`src/sv/bitmap_block_allocator_assert.svh`:
```
// Assertion macros used by the allocator top level.
`ifndef BITMAP_BLOCK_ALLOCATOR_ASSERT_SVH
`define BITMAP_BLOCK_ALLOCATOR_ASSERT_SVH

// Same-cycle implication, checked outside reset.
`define BBA_ASSERT_NOW(lbl, ante, cons, msg) \
  lbl: assert property (@(posedge clk_i) disable iff (!rst_ni) (ante) |-> (cons)) \
    else $error(msg);

// Next-cycle implication, checked outside reset.
`define BBA_ASSERT_NEXT(lbl, ante, cons, msg) \
  lbl: assert property (@(posedge clk_i) disable iff (!rst_ni) (ante) |=> (cons)) \
    else $error(msg);

`endif

```
`src/sv/bba_pkg.sv`:
```
// ----------------------------------------------------------------------------
// bba_pkg
// Shared types, codes and helpers of the bitmap block allocator.
// ----------------------------------------------------------------------------
`timescale 1ns / 1ps

package bba_pkg;

  localparam int NUM_W       = 11;
  localparam int STAT_W      = 2;
  localparam int IN_TDATA_W  = 16;
  localparam int OUT_TDATA_W = 16;

  localparam int DEF_POOL_ENTRIES = 1024;
  localparam int DEF_WORD_BITS    = 32;

  localparam logic [STAT_W-1:0] STAT_OK   = 2'd0;
  localparam logic [STAT_W-1:0] STAT_FULL = 2'd1;
  localparam logic [STAT_W-1:0] STAT_BAD  = 2'd2;

  localparam logic MODE_ALLOC = 1'b0;
  localparam logic MODE_FREE  = 1'b1;

  typedef struct packed {
    logic init;  // clearing sweep after reset in progress
    logic busy;  // an accepted request is still being worked on
  } bba_status_t;

  // Leading-zero count of a 64-bit word by halving; meaningful for v != 0.
  function automatic logic [5:0] lead_zeros64(input logic [63:0] v);
    logic [63:0] w;
    logic [5:0]  n;
    w = v;
    n = '0;
    if (w[63:32] == '0) begin
      n[5] = 1'b1;
      w    = w << 32;
    end
    if (w[63:48] == '0) begin
      n[4] = 1'b1;
      w    = w << 16;
    end
    if (w[63:56] == '0) begin
      n[3] = 1'b1;
      w    = w << 8;
    end
    if (w[63:60] == '0) begin
      n[2] = 1'b1;
      w    = w << 4;
    end
    if (w[63:62] == '0) begin
      n[1] = 1'b1;
      w    = w << 2;
    end
    if (w[63] == 1'b0) begin
      n[0] = 1'b1;
    end
    return n;
  endfunction

endpackage

```
`src/sv/bba_ram.sv`:
```
// ----------------------------------------------------------------------------
// bba_ram
// Simple dual-port bitmap store, one write and one registered read port.
// ----------------------------------------------------------------------------
`timescale 1ns / 1ps

module bba_ram #(
  parameter int DEPTH = 32,
  parameter int WIDTH = 32,
  parameter int AW    = 5
) (
  input  logic             clk_i,
  input  logic             wr_en_i,
  input  logic [AW-1:0]    wr_addr_i,
  input  logic [WIDTH-1:0] wr_data_i,
  input  logic             rd_en_i,
  input  logic [AW-1:0]    rd_addr_i,
  output logic [WIDTH-1:0] rd_data_o
);

  logic [WIDTH-1:0] mem_q [DEPTH];
  logic [WIDTH-1:0] rd_data_q;

  always_ff @(posedge clk_i) begin
    if (wr_en_i) begin
      mem_q[wr_addr_i] <= wr_data_i;
    end
  end

  always_ff @(posedge clk_i) begin
    if (rd_en_i) begin
      rd_data_q <= mem_q[rd_addr_i];
    end
  end

  assign rd_data_o = rd_data_q;

endmodule

```
`src/sv/bba_ctrl.sv`:
```
// ----------------------------------------------------------------------------
// bba_ctrl
// Sequencer: clearing sweep, word scan for allocate, word walk and
// read-modify-write for free, and the result register.
// ----------------------------------------------------------------------------
`timescale 1ns / 1ps

module bba_ctrl import bba_pkg::*; #(
  parameter int POOL_ENTRIES = DEF_POOL_ENTRIES,
  parameter int WORD_BITS    = DEF_WORD_BITS,
  parameter int WORD_COUNT   = (POOL_ENTRIES + WORD_BITS - 1) / WORD_BITS,
  parameter int AW           = (WORD_COUNT > 1) ? $clog2(WORD_COUNT) : 1
) (
  input  logic                 clk_i,
  input  logic                 rst_ni,
  input  logic                 req_valid_i,
  output logic                 req_ready_o,
  input  logic                 req_mode_i,
  input  logic [NUM_W-1:0]     req_number_i,
  output logic                 res_valid_o,
  input  logic                 res_ready_i,
  output logic [NUM_W-1:0]     res_number_o,
  output logic [STAT_W-1:0]    res_status_o,
  output logic                 mem_wr_en_o,
  output logic [AW-1:0]        mem_wr_addr_o,
  output logic [WORD_BITS-1:0] mem_wr_data_o,
  output logic                 mem_rd_en_o,
  output logic [AW-1:0]        mem_rd_addr_o,
  input  logic [WORD_BITS-1:0] mem_rd_data_i,
  output bba_status_t          status_o
);

  localparam int BW        = $clog2(WORD_BITS);
  localparam int IW        = $clog2(WORD_COUNT * WORD_BITS + 1);
  localparam int LAST_BITS = POOL_ENTRIES - (WORD_COUNT - 1) * WORD_BITS;
  localparam logic [AW-1:0]        LAST_ADDR = AW'(WORD_COUNT - 1);
  localparam logic [WORD_BITS-1:0] ALL_ONES  = {WORD_BITS{1'b1}};
  localparam logic [WORD_BITS-1:0] LAST_MASK = ~(ALL_ONES >> LAST_BITS);
  localparam logic [WORD_BITS-1:0] WORD_ONE  = WORD_BITS'(1);
  localparam logic [BW-1:0]        TOP_BIT   = BW'(WORD_BITS - 1);

  localparam logic [2:0] ST_INIT   = 3'd0;
  localparam logic [2:0] ST_IDLE   = 3'd1;
  localparam logic [2:0] ST_ASCAN  = 3'd2;
  localparam logic [2:0] ST_FWALK  = 3'd3;
  localparam logic [2:0] ST_FCHECK = 3'd4;
  localparam logic [2:0] ST_PUSH   = 3'd5;

  logic [2:0]        state_q, state_d;
  logic [AW-1:0]     addr_q, addr_d;
  logic [IW-1:0]     base_q, base_d;
  logic [IW-1:0]     rem_q, rem_d;
  logic [NUM_W-1:0]  pend_num_q, pend_num_d;
  logic [STAT_W-1:0] pend_st_q, pend_st_d;
  logic              out_valid_q;
  logic [NUM_W-1:0]  out_num_q;
  logic [STAT_W-1:0] out_st_q;
  logic              out_load;

  logic                 accept;
  logic [WORD_BITS-1:0] free_mask;
  logic                 any_free;
  logic [5:0]           lz;
  logic [BW-1:0]        set_pos;
  logic [BW-1:0]        clr_pos;
  logic [WORD_BITS-1:0] set_mask;
  logic [WORD_BITS-1:0] clr_mask;
  logic [IW:0]          grant_w;

  assign req_ready_o = (state_q == ST_IDLE);
  assign accept      = req_valid_i && req_ready_o;

  // Spare bits past the pool end never count as free.
  assign free_mask = ~mem_rd_data_i & ((addr_q == LAST_ADDR) ? LAST_MASK : ALL_ONES);
  assign any_free  = |free_mask;
  assign lz        = lead_zeros64(64'(free_mask) << (64 - WORD_BITS));
  assign set_pos   = TOP_BIT - BW'(lz);
  assign set_mask  = WORD_ONE << set_pos;
  assign clr_pos   = TOP_BIT - rem_q[BW-1:0];
  assign clr_mask  = WORD_ONE << clr_pos;
  assign grant_w   = {1'b0, base_q} + (IW + 1)'(lz) + (IW + 1)'(1);

  always_comb begin
    state_d       = state_q;
    addr_d        = addr_q;
    base_d        = base_q;
    rem_d         = rem_q;
    pend_num_d    = pend_num_q;
    pend_st_d     = pend_st_q;
    out_load      = 1'b0;
    mem_wr_en_o   = 1'b0;
    mem_wr_addr_o = addr_q;
    mem_wr_data_o = mem_rd_data_i;
    mem_rd_en_o   = 1'b0;
    mem_rd_addr_o = addr_q;
    case (state_q)
      ST_INIT: begin
        mem_wr_en_o   = 1'b1;
        mem_wr_data_o = '0;
        if (addr_q == LAST_ADDR) begin
          addr_d  = '0;
          state_d = ST_IDLE;
        end else begin
          addr_d = addr_q + AW'(1);
        end
      end
      ST_IDLE: begin
        if (accept) begin
          addr_d     = '0;
          base_d     = '0;
          pend_num_d = '0;
          if (req_mode_i == MODE_ALLOC) begin
            mem_rd_en_o   = 1'b1;
            mem_rd_addr_o = '0;
            state_d       = ST_ASCAN;
          end else if (req_number_i == '0 ||
                       32'(req_number_i) > 32'(POOL_ENTRIES)) begin
            pend_st_d = STAT_BAD;
            state_d   = ST_PUSH;
          end else begin
            rem_d   = IW'(req_number_i - NUM_W'(1));
            state_d = ST_FWALK;
          end
        end
      end
      ST_ASCAN: begin
        if (any_free) begin
          mem_wr_en_o   = 1'b1;
          mem_wr_data_o = mem_rd_data_i | set_mask;
          pend_num_d    = NUM_W'(grant_w);
          pend_st_d     = STAT_OK;
          state_d       = ST_PUSH;
        end else if (addr_q == LAST_ADDR) begin
          pend_num_d = '0;
          pend_st_d  = STAT_FULL;
          state_d    = ST_PUSH;
        end else begin
          // advance to the next word and fetch it
          addr_d        = addr_q + AW'(1);
          base_d        = base_q + IW'(WORD_BITS);
          mem_rd_en_o   = 1'b1;
          mem_rd_addr_o = addr_q + AW'(1);
        end
      end
      ST_FWALK: begin
        if (rem_q >= IW'(WORD_BITS)) begin
          rem_d  = rem_q - IW'(WORD_BITS);
          addr_d = addr_q + AW'(1);
        end else begin
          mem_rd_en_o   = 1'b1;
          mem_rd_addr_o = addr_q;
          state_d       = ST_FCHECK;
        end
      end
      ST_FCHECK: begin
        if ((mem_rd_data_i & clr_mask) != '0) begin
          mem_wr_en_o   = 1'b1;
          mem_wr_data_o = mem_rd_data_i & ~clr_mask;
          pend_st_d     = STAT_OK;
        end else begin
          pend_st_d = STAT_BAD;
        end
        state_d = ST_PUSH;
      end
      ST_PUSH: begin
        // hold until the result register can take the transfer
        if (!out_valid_q || res_ready_i) begin
          out_load = 1'b1;
          state_d  = ST_IDLE;
        end
      end
      default: begin
        state_d = ST_IDLE;
      end
    endcase
  end

  always_ff @(posedge clk_i or negedge rst_ni) begin
    if (!rst_ni) begin
      state_q     <= ST_INIT;
      addr_q      <= '0;
      out_valid_q <= 1'b0;
    end else begin
      state_q <= state_d;
      addr_q  <= addr_d;
      if (out_load) begin
        out_valid_q <= 1'b1;
      end else if (res_ready_i) begin
        out_valid_q <= 1'b0;
      end
    end
  end

  always_ff @(posedge clk_i) begin
    base_q     <= base_d;
    rem_q      <= rem_d;
    pend_num_q <= pend_num_d;
    pend_st_q  <= pend_st_d;
    if (out_load) begin
      out_num_q <= pend_num_q;
      out_st_q  <= pend_st_q;
    end
  end

  assign res_valid_o   = out_valid_q;
  assign res_number_o  = out_num_q;
  assign res_status_o  = out_st_q;
  assign status_o.init = (state_q == ST_INIT);
  assign status_o.busy = (state_q != ST_INIT) && (state_q != ST_IDLE);

endmodule

```
`src/sv/bitmap_block_allocator.sv`:
```
// ----------------------------------------------------------------------------
// bitmap_block_allocator
// Free-entry bitmap allocator: allocate lowest free entry, free a given entry.
// ----------------------------------------------------------------------------
// Usage:
//   Requests arrive on the s_axis channel: tuser carries the mode (0 allocate,
//   1 free), tdata the one-based entry number to free. Each request gives one
//   result on m_axis: granted number and status (0 ok, 1 full, 2 bad/free).
//   The bitmap sits in a WORD_BITS-wide memory of ceil(POOL_ENTRIES/WORD_BITS)
//   words, read one word per cycle. Allocate scans the words in order until
//   one holds a free entry or the last is reached (1 up to the word count, 32
//   by default, words scanned) and sets the lowest free bit; free walks to the
//   entry's word one word per cycle, then reads it and, if the entry is taken,
//   writes it back with the bit cleared; a bad number goes straight to the
//   result. One request is in work at a time; s_axis_tready is high only when
//   idle. After reset a clearing sweep writes every word to zero, one per
//   cycle, with s_axis_tready low.
//   The result sits in an output register; a stalled receiver holds it, the
//   next request is still taken and waits for the register before finishing.
// ----------------------------------------------------------------------------
`timescale 1ns / 1ps

module bitmap_block_allocator import bba_pkg::*; #(
  parameter int POOL_ENTRIES = DEF_POOL_ENTRIES,
  parameter int WORD_BITS    = DEF_WORD_BITS
) (
  input  logic                   clk_i,
  input  logic                   rst_ni,
  input  logic                   s_axis_tvalid,
  output logic                   s_axis_tready,
  input  logic [IN_TDATA_W-1:0]  s_axis_tdata,   // [10:0] entry_number
  input  logic                   s_axis_tuser,   // [0] mode
  output logic                   m_axis_tvalid,
  input  logic                   m_axis_tready,
  output logic [OUT_TDATA_W-1:0] m_axis_tdata    // [10:0] granted_number, [12:11] status
);

  `include "bitmap_block_allocator_assert.svh"

  localparam int WORD_COUNT = (POOL_ENTRIES + WORD_BITS - 1) / WORD_BITS;
  localparam int AW         = (WORD_COUNT > 1) ? $clog2(WORD_COUNT) : 1;

  logic                 mem_wr_en;
  logic [AW-1:0]        mem_wr_addr;
  logic [WORD_BITS-1:0] mem_wr_data;
  logic                 mem_rd_en;
  logic [AW-1:0]        mem_rd_addr;
  logic [WORD_BITS-1:0] mem_rd_data;
  logic [NUM_W-1:0]     res_number;
  logic [STAT_W-1:0]    res_status;
  bba_status_t          ctrl_status;

  bba_ctrl #(
    .POOL_ENTRIES (POOL_ENTRIES),
    .WORD_BITS    (WORD_BITS),
    .WORD_COUNT   (WORD_COUNT),
    .AW           (AW)
  ) u_ctrl (
    .clk_i         (clk_i),
    .rst_ni        (rst_ni),
    .req_valid_i   (s_axis_tvalid),
    .req_ready_o   (s_axis_tready),
    .req_mode_i    (s_axis_tuser),
    .req_number_i  (s_axis_tdata[NUM_W-1:0]),
    .res_valid_o   (m_axis_tvalid),
    .res_ready_i   (m_axis_tready),
    .res_number_o  (res_number),
    .res_status_o  (res_status),
    .mem_wr_en_o   (mem_wr_en),
    .mem_wr_addr_o (mem_wr_addr),
    .mem_wr_data_o (mem_wr_data),
    .mem_rd_en_o   (mem_rd_en),
    .mem_rd_addr_o (mem_rd_addr),
    .mem_rd_data_i (mem_rd_data),
    .status_o      (ctrl_status)
  );

  bba_ram #(
    .DEPTH (WORD_COUNT),
    .WIDTH (WORD_BITS),
    .AW    (AW)
  ) u_ram (
    .clk_i     (clk_i),
    .wr_en_i   (mem_wr_en),
    .wr_addr_i (mem_wr_addr),
    .wr_data_i (mem_wr_data),
    .rd_en_i   (mem_rd_en),
    .rd_addr_i (mem_rd_addr),
    .rd_data_o (mem_rd_data)
  );

  assign m_axis_tdata = OUT_TDATA_W'({res_status, res_number});

  `BBA_ASSERT_NOW(a_no_accept_in_init, ctrl_status.init, !s_axis_tready, "request taken during clearing sweep")
  `BBA_ASSERT_NEXT(a_one_in_flight, s_axis_tvalid && s_axis_tready, ctrl_status.busy, "accepted request not in work")
  `BBA_ASSERT_NOW(a_grant_only_ok, m_axis_tvalid && res_status != STAT_OK, res_number == '0, "number granted with error status")
  `BBA_ASSERT_NOW(a_status_code, m_axis_tvalid, res_status == STAT_OK || res_status == STAT_FULL || res_status == STAT_BAD, "undefined status code")

endmodule

```
`config.mk`:
```
export PLATFORM = sky130hd
export DESIGN_NAME = bitmap_block_allocator
export DESIGN_NICKNAME = d
export VERILOG_FILES = /design/src/sv/bba_pkg.sv /design/src/sv/bba_ram.sv /design/src/sv/bba_ctrl.sv /design/src/sv/bitmap_block_allocator.sv
export VERILOG_INCLUDE_DIRS = /design/src /design/src/sv
export SDC_FILE = /design/constraint.sdc
export NUM_CORES = 2
export LEC_CHECK = 0
export BUFFER_PORTS_ARGS = -buffer_cell sky130_fd_sc_hd__buf_2
export CORE_AREA = 2 2 291 293
export DETAILED_ROUTE_END_ITERATION = 7
export DIE_AREA = 0 0 293 295
export PLACE_DENSITY = 0.71
export SLEW_MARGIN = 20
export SYNTH_ARGS = -nofsm -noshare
export SYNTH_HDL_FRONTEND = slang
export SYNTH_SLANG_ARGS = --single-unit
```
`constraint.sdc`:
```
create_clock -name clk_i -period 4.7 [get_ports clk_i]
set_input_delay 0.235 -clock clk_i [delete_from_list [all_inputs] [get_ports clk_i]]
set_output_delay 0.235 -clock clk_i [all_outputs]
set_load 0.05 [all_outputs]
```
# Word level (Yosys, flattened, before mapping)
# Memory sizes are Yosys's and may differ from the RTL's. A register that Yosys moved wholly into a read port is not among the register bits.
# Cells that the tools add are included.
# W data, S select, Z words.
# word_totals
regBits,57
mem_bits_rw,1024
in_bits,21
elab_cells,134
mem_count,1
# memory_table
memory,depth,word_bits,read_ports,rd_clocked_by_memory_dff,wr,line,source
u_ram.mem_q,32,32,1,1,1,bba_ram.sv:21,logic [WIDTH-1:0] mem_q [DEPTH];
# op_classes
add_sub_neg,8
magnitude_cmp,2
n_eq_ne,17
shift,2
mux,66
bitwise,5
n_reduce_logical,24
# ops
cell,n
$mux W64,5
$mux W11,9
$pmux W32 S3,1
$pmux W11 S2,3
$and A32 B32 Y32,2
$mux W32,2
$not A32 Y32,2
$shl A1 B5 Y32 const A,2
$mux W5,7
$logic_not A32 Y1,1
$or A32 B32 Y32,1
$reduce_bool A32 Y1,1
$reduce_or A32 Y1,1
$mux W3,8
$pmux W5 S4,1
$mux W1,19
$pmux W3 S6,1
$logic_not A16 Y1,1
$reduce_and A5 Y1,3
$ne A2 B2 Y1 const B,7
$mux W2,6
$add A11 B1 Y11 const B,1
$add A11 B6 Y11,1
$add A11 B6 Y11 const B,1
28 further kinds,38

# Longest topological paths before layout
# logic_depth
word_depth,17
depth_mapped,17
depth_no_buf,13

# Hierarchy
# Synthesis repeated with hierarchy kept, for this count alone.
# unflattened
hier_cells,2843
hier_area_um2,45403.5
# modules_own_cells
module,instances,cells_each,area_per_inst_um2,seq_area_each_um2
bba_ram,1,2260,40812.9,31710.4
bba_ctrl,1,579,4564.4,1516.5
bitmap_block_allocator,1,4,26.3,0.0

# Worst setup path after synthesis
# OpenSTA, ideal clock, no wires.
# synth_path
kind,reg2reg
startpoint,"register u_ram.rd_data_q[11], in the netlist u_ram.rd_data_o[11] (read register of u_ram.mem_q)"
endpoint,"register u_ram.rd_data_q[0], in the netlist u_ram.rd_data_o[0] (read register of u_ram.mem_q) (enable)"
setup_time_ns,0.466
t_arrival_ns,3.806
required_ns,4.234
path_slack_ns,0.429
path_stages_with_launch,7
path_buffers,1
synth_period_minus_slack_ns,4.271
path_cell_list,edfxtp_1 nand4_1 or4_1 buf_2 nor2_2 nand2_1 o21ai_0
# synth_between
elab_chain_cells,4
elab_cells_between_ends,6
cone_classes,mux (4); bitwise (1); reduce/logical (1)
# synth_lines
element,line,source
from (decl),bba_ram.sv:22,logic [WIDTH-1:0] rd_data_q;
$not A32 Y32,bba_ctrl.sv:74,assign free_mask = ~mem_rd_data_i & ((addr_q == LAST_ADDR) ? LAST_MASK : ALL_ONES);
$reduce_or A32 Y1,bba_ctrl.sv:75,assign any_free = |free_mask;
$mux W1,bba_ctrl.sv:127,if (any_free) begin
$pmux W1 S3,bba_ctrl.sv:96,case (state_q)
net mem_rd_en,bitmap_block_allocator.sv:46,logic mem_rd_en;
# The timed path passes the listed nets, and every way through them passes these cells.
# A chain may end at the register's enable or synchronous reset.

# Worst setup path after layout
# layout_path
startpoint,"register u_ram.rd_data_q[13], in the netlist u_ram.rd_data_o[13] (read register of u_ram.mem_q)"
endpoint,"register u_ram.rd_data_q[7], in the netlist u_ram.rd_data_o[7] (read register of u_ram.mem_q) (data pin)"
# layout_between
elab_chain_cells,4
elab_cells_between_ends,6
cone_classes,mux (4); bitwise (1); reduce/logical (1)
# layout_lines
element,line
$not A32 Y32 *,bba_ctrl.sv:74
$reduce_or A32 Y1 *,bba_ctrl.sv:75
$mux W1 / $mux W5 (equally long branches),n/a
$pmux W1 S3 / $pmux W5 S2 (equally long branches),bba_ctrl.sv:96
# Every way passes the cells marked *; elsewhere a longest branch is shown, timed or not.

==> flow_summary.toml <==
[sta]
timing.final.crit_share_pct = 94.9
fin_worst_skew_ns = 0.0241
max_slew_margin_pct = 26.9
worst_slew_pin_slew_ns = 1.09
rsz0062_at_grt = "no"
period_minus_slack_ns = 4.46
setup_viol = 0
slew_viol_final = 0
finalSetupTns_ns = 0
fmax_mhz = 224
setup_slack_ns = 0.238
finalHoldViolations = 0

[clocking]
cts_buffer_depth = 3
ctsRootBufferMaster = "clkbuf_16"
clkSinkCount = 1108
clk_pin_slew_ns = 0.06
clk_latency_ns = 0.69
cts_buffers = 108
htreeDepth = 3
cts_hold_buf = 14
post_cts.repair.setup_buffers = 0
cts_tree = "yes"
postCtsResizedCells = 0

[setup_path]
worstSetupEndpointType = "register"
worstPathRequired_ns = 5.15
crit_type = "register to register"
reg2regPathDepth = 9
worstSetupStartpointType = "register"
crit_fanout = 15
crit_arrival_ns = 4.91

[detailed_routing]
routed-via-count = 30279
dr.pass1.iters = 6
drc = 0
wire_per_inst_um = 27.2
totalWireLength_um = 128000
dr.first_iter.drc_count = 4456
vias_per_cell = 6.42
postRouteAntennaNets = 0

[yosys]
synth-seq-cells = 1108
synth_area_leaders = "edfxtp_1 (72%), nand2_1 (7.3%), a21oi_1 (2.1%)"
ys.warnings.count = 0
yosysMostFrequentCell = "edfxtp_1"
synthCells = 3453
yosysSeqAreaShare_pct = 72.9
synth_edf_count = 1099
avgSynthCellArea_um2 = 13.2
yosysUniqueCellTypes = 70
synthTopCellsByCount = "edfxtp_1 (1099), nand2_1 (892), a21oi_1 (193)"
ys.flop_type = "edfxtp_1"
synthArstFlopShare_pct = 0.812
yosysTopAreaCellShare_pct = 72.4
yosys.area.top_type = "edfxtp_1"
syn_area_mm2 = 0.0456

[finish]
drive_gt1_share_pct = 12.6
nNetsFinal = 3580
fillers = 5990
antenna_cells = 0
postLayoutCoreUtil_pct = 62.3
area_growth_pct = 13.7
layout.cells.non_filler = 4720
stdcell_area_mm2 = 0.0518

[placed_design]
gp_congestion = 0.973
place_area_mm2 = 0.0482
post-dp-hpwl_um = 71800
place_ws_ns = 0.371
place_inst = 4501
io_buffers = 30

[grt]
grt_pass1_wl_um = 187000
grt_start_max_net_pins = 80
gr-usage-met2_pct = 45.6
antenna_found_initial = 1
grtUsageMet1_pct = 41.2
grt_use_total_pct = 29.6
top_usage_layer = "met2"
grt_pass1_vias = 28761
grt_overflow_total = 0
met3_usage_pct = 5.92

[die]
fp.dieW_um = 293
die_h_um = 295
dieArea_mm2 = 0.0864
core-area_mm2 = 0.0832
num_io_pins = 39
row_count = 106
initial_utilization_pct = 54.8

[hold_path]
whs_path_depth = 4
hp-class = "input port to register"

[run_status]
status = "completed"

[power_and_ir_drop]
vdd_drop_max_mv = 0.410
p_per_area_mw_per_mm2 = 604
p_leak_uw = 0.0173

[run]
maxCapViolCount = 0
critical path: stages, from the launching register on:
cell      delay, ns
edfxtp_1       0.56
nand4_1        0.21
or4_1          0.80
or4_4          0.61
o211ai_4       0.27
nand3_2        0.67
buf_4          0.45
a21oi_1        0.14
nor3_1         0.09
a211oi_2       0.43
final cells by class:
type,instances,area (um^2),area share [%]
Tap cell,1080,1350,2.61
Clock buffer,133,2840,5.48
Timing Repair Buffer,201,2100,4.05
Clock inverter,72,609,1.18
Multi-Input combinational cell,2107,11600,22.4
Inverter,19,71.3,0.138
Sequential cell,1108,33200,64.1
cells in the final DEF (no fill, tap or decap), types with 24 or more instances in the layout:
master and count:
clkbuf_16 109, a31oi_1 46, nand4_1 48, o211ai_1 30, o22ai_1 35, o21ai_1 24, nor3_1 47, buf_4 107
nand3_1 147, edfxtp_1 1099, nand2_1 892, nor2_4 34, buf_2 30, a32oi_1 65, clkinv_1 28, a211oi_2 30
a21oi_1 172, o21ai_0 81, buf_12 48, o221ai_1 33, nor2_1 51, and3_1 101, mux2i_1 71
stage by stage:
stage	hold WS (ns)	total power [uW]
2_1_floorplan	-0.0606	19100
3_3_place_gp	0.118	22600
3_5_place_dp	0.132	22900
4_1_cts	0.00377	31200
5_1_grt	0.0384	32300
6_report	0.0233	31300
worst paths after layout:
| check | from | to | slack [ns] |
|---|---|---|---|
| min | s_axis_tdata[1] | u_ctrl.rem_q[1] | 0.02 |
| min reg2reg | u_ctrl.pend_num_q[10] | u_ctrl.res_number_o[10] | 0.42 |
| max | u_ram.rd_data_o[13] | u_ram.rd_data_o[7] | 0.24 |
| min in group asynchronous | rst_ni | u_ctrl.state_q[0] | 0.61 |
| max in group asynchronous | rst_ni | u_ctrl.state_q[2] | 3.73 |
| max reg2reg | u_ram.rd_data_o[13] | u_ram.rd_data_o[7] | 0.24 |
metal layers:
layer | part of all wire (%) | wire [um]
met1 | 39 | 49600
met2 | 45 | 58100
met3 | 11 | 14700
met4 | 4.7 | 6000
met5 | 0 | 0
sequential cells by signal (all words and copies together) (netlist names):
register / cells
u_ctrl.base_q: 6
u_ctrl.mem_wr_addr_o: 5
u_ctrl.pend_num_q: 11
u_ctrl.pend_st_q: 2
u_ctrl.rem_q: 11
u_ctrl.res_number_o: 11
u_ctrl.res_status_o: 2
u_ctrl.res_valid_o: 1
u_ctrl.state_q: 3
u_ram.mem_q: 1024
u_ram.rd_data_o: 32
power by group:
| part | leakage, uW | internal [uW] | switching [uW] |
|---|---|---|---|
| registers | 0.0100 | 13000 | 437 |
| clock network | 0.00168 | 4690 | 3700 |
| logic | 0.00559 | 2630 | 6780 |
| total | 0.0173 | 20400 | 10900 |
kinds of logic after synthesis:
family	share of synthesized area, %
multiplexers	1.56
AO/OA/AOI/OAI	8.47
AND/OR/NAND/NOR	13.8
flip-flops	72.9
other	0.00823
XOR/XNOR	0.327
buffers and inverters	2.58
adder cells (fa/ha/maj)	0.384
(Power assumes the default switching activity.)
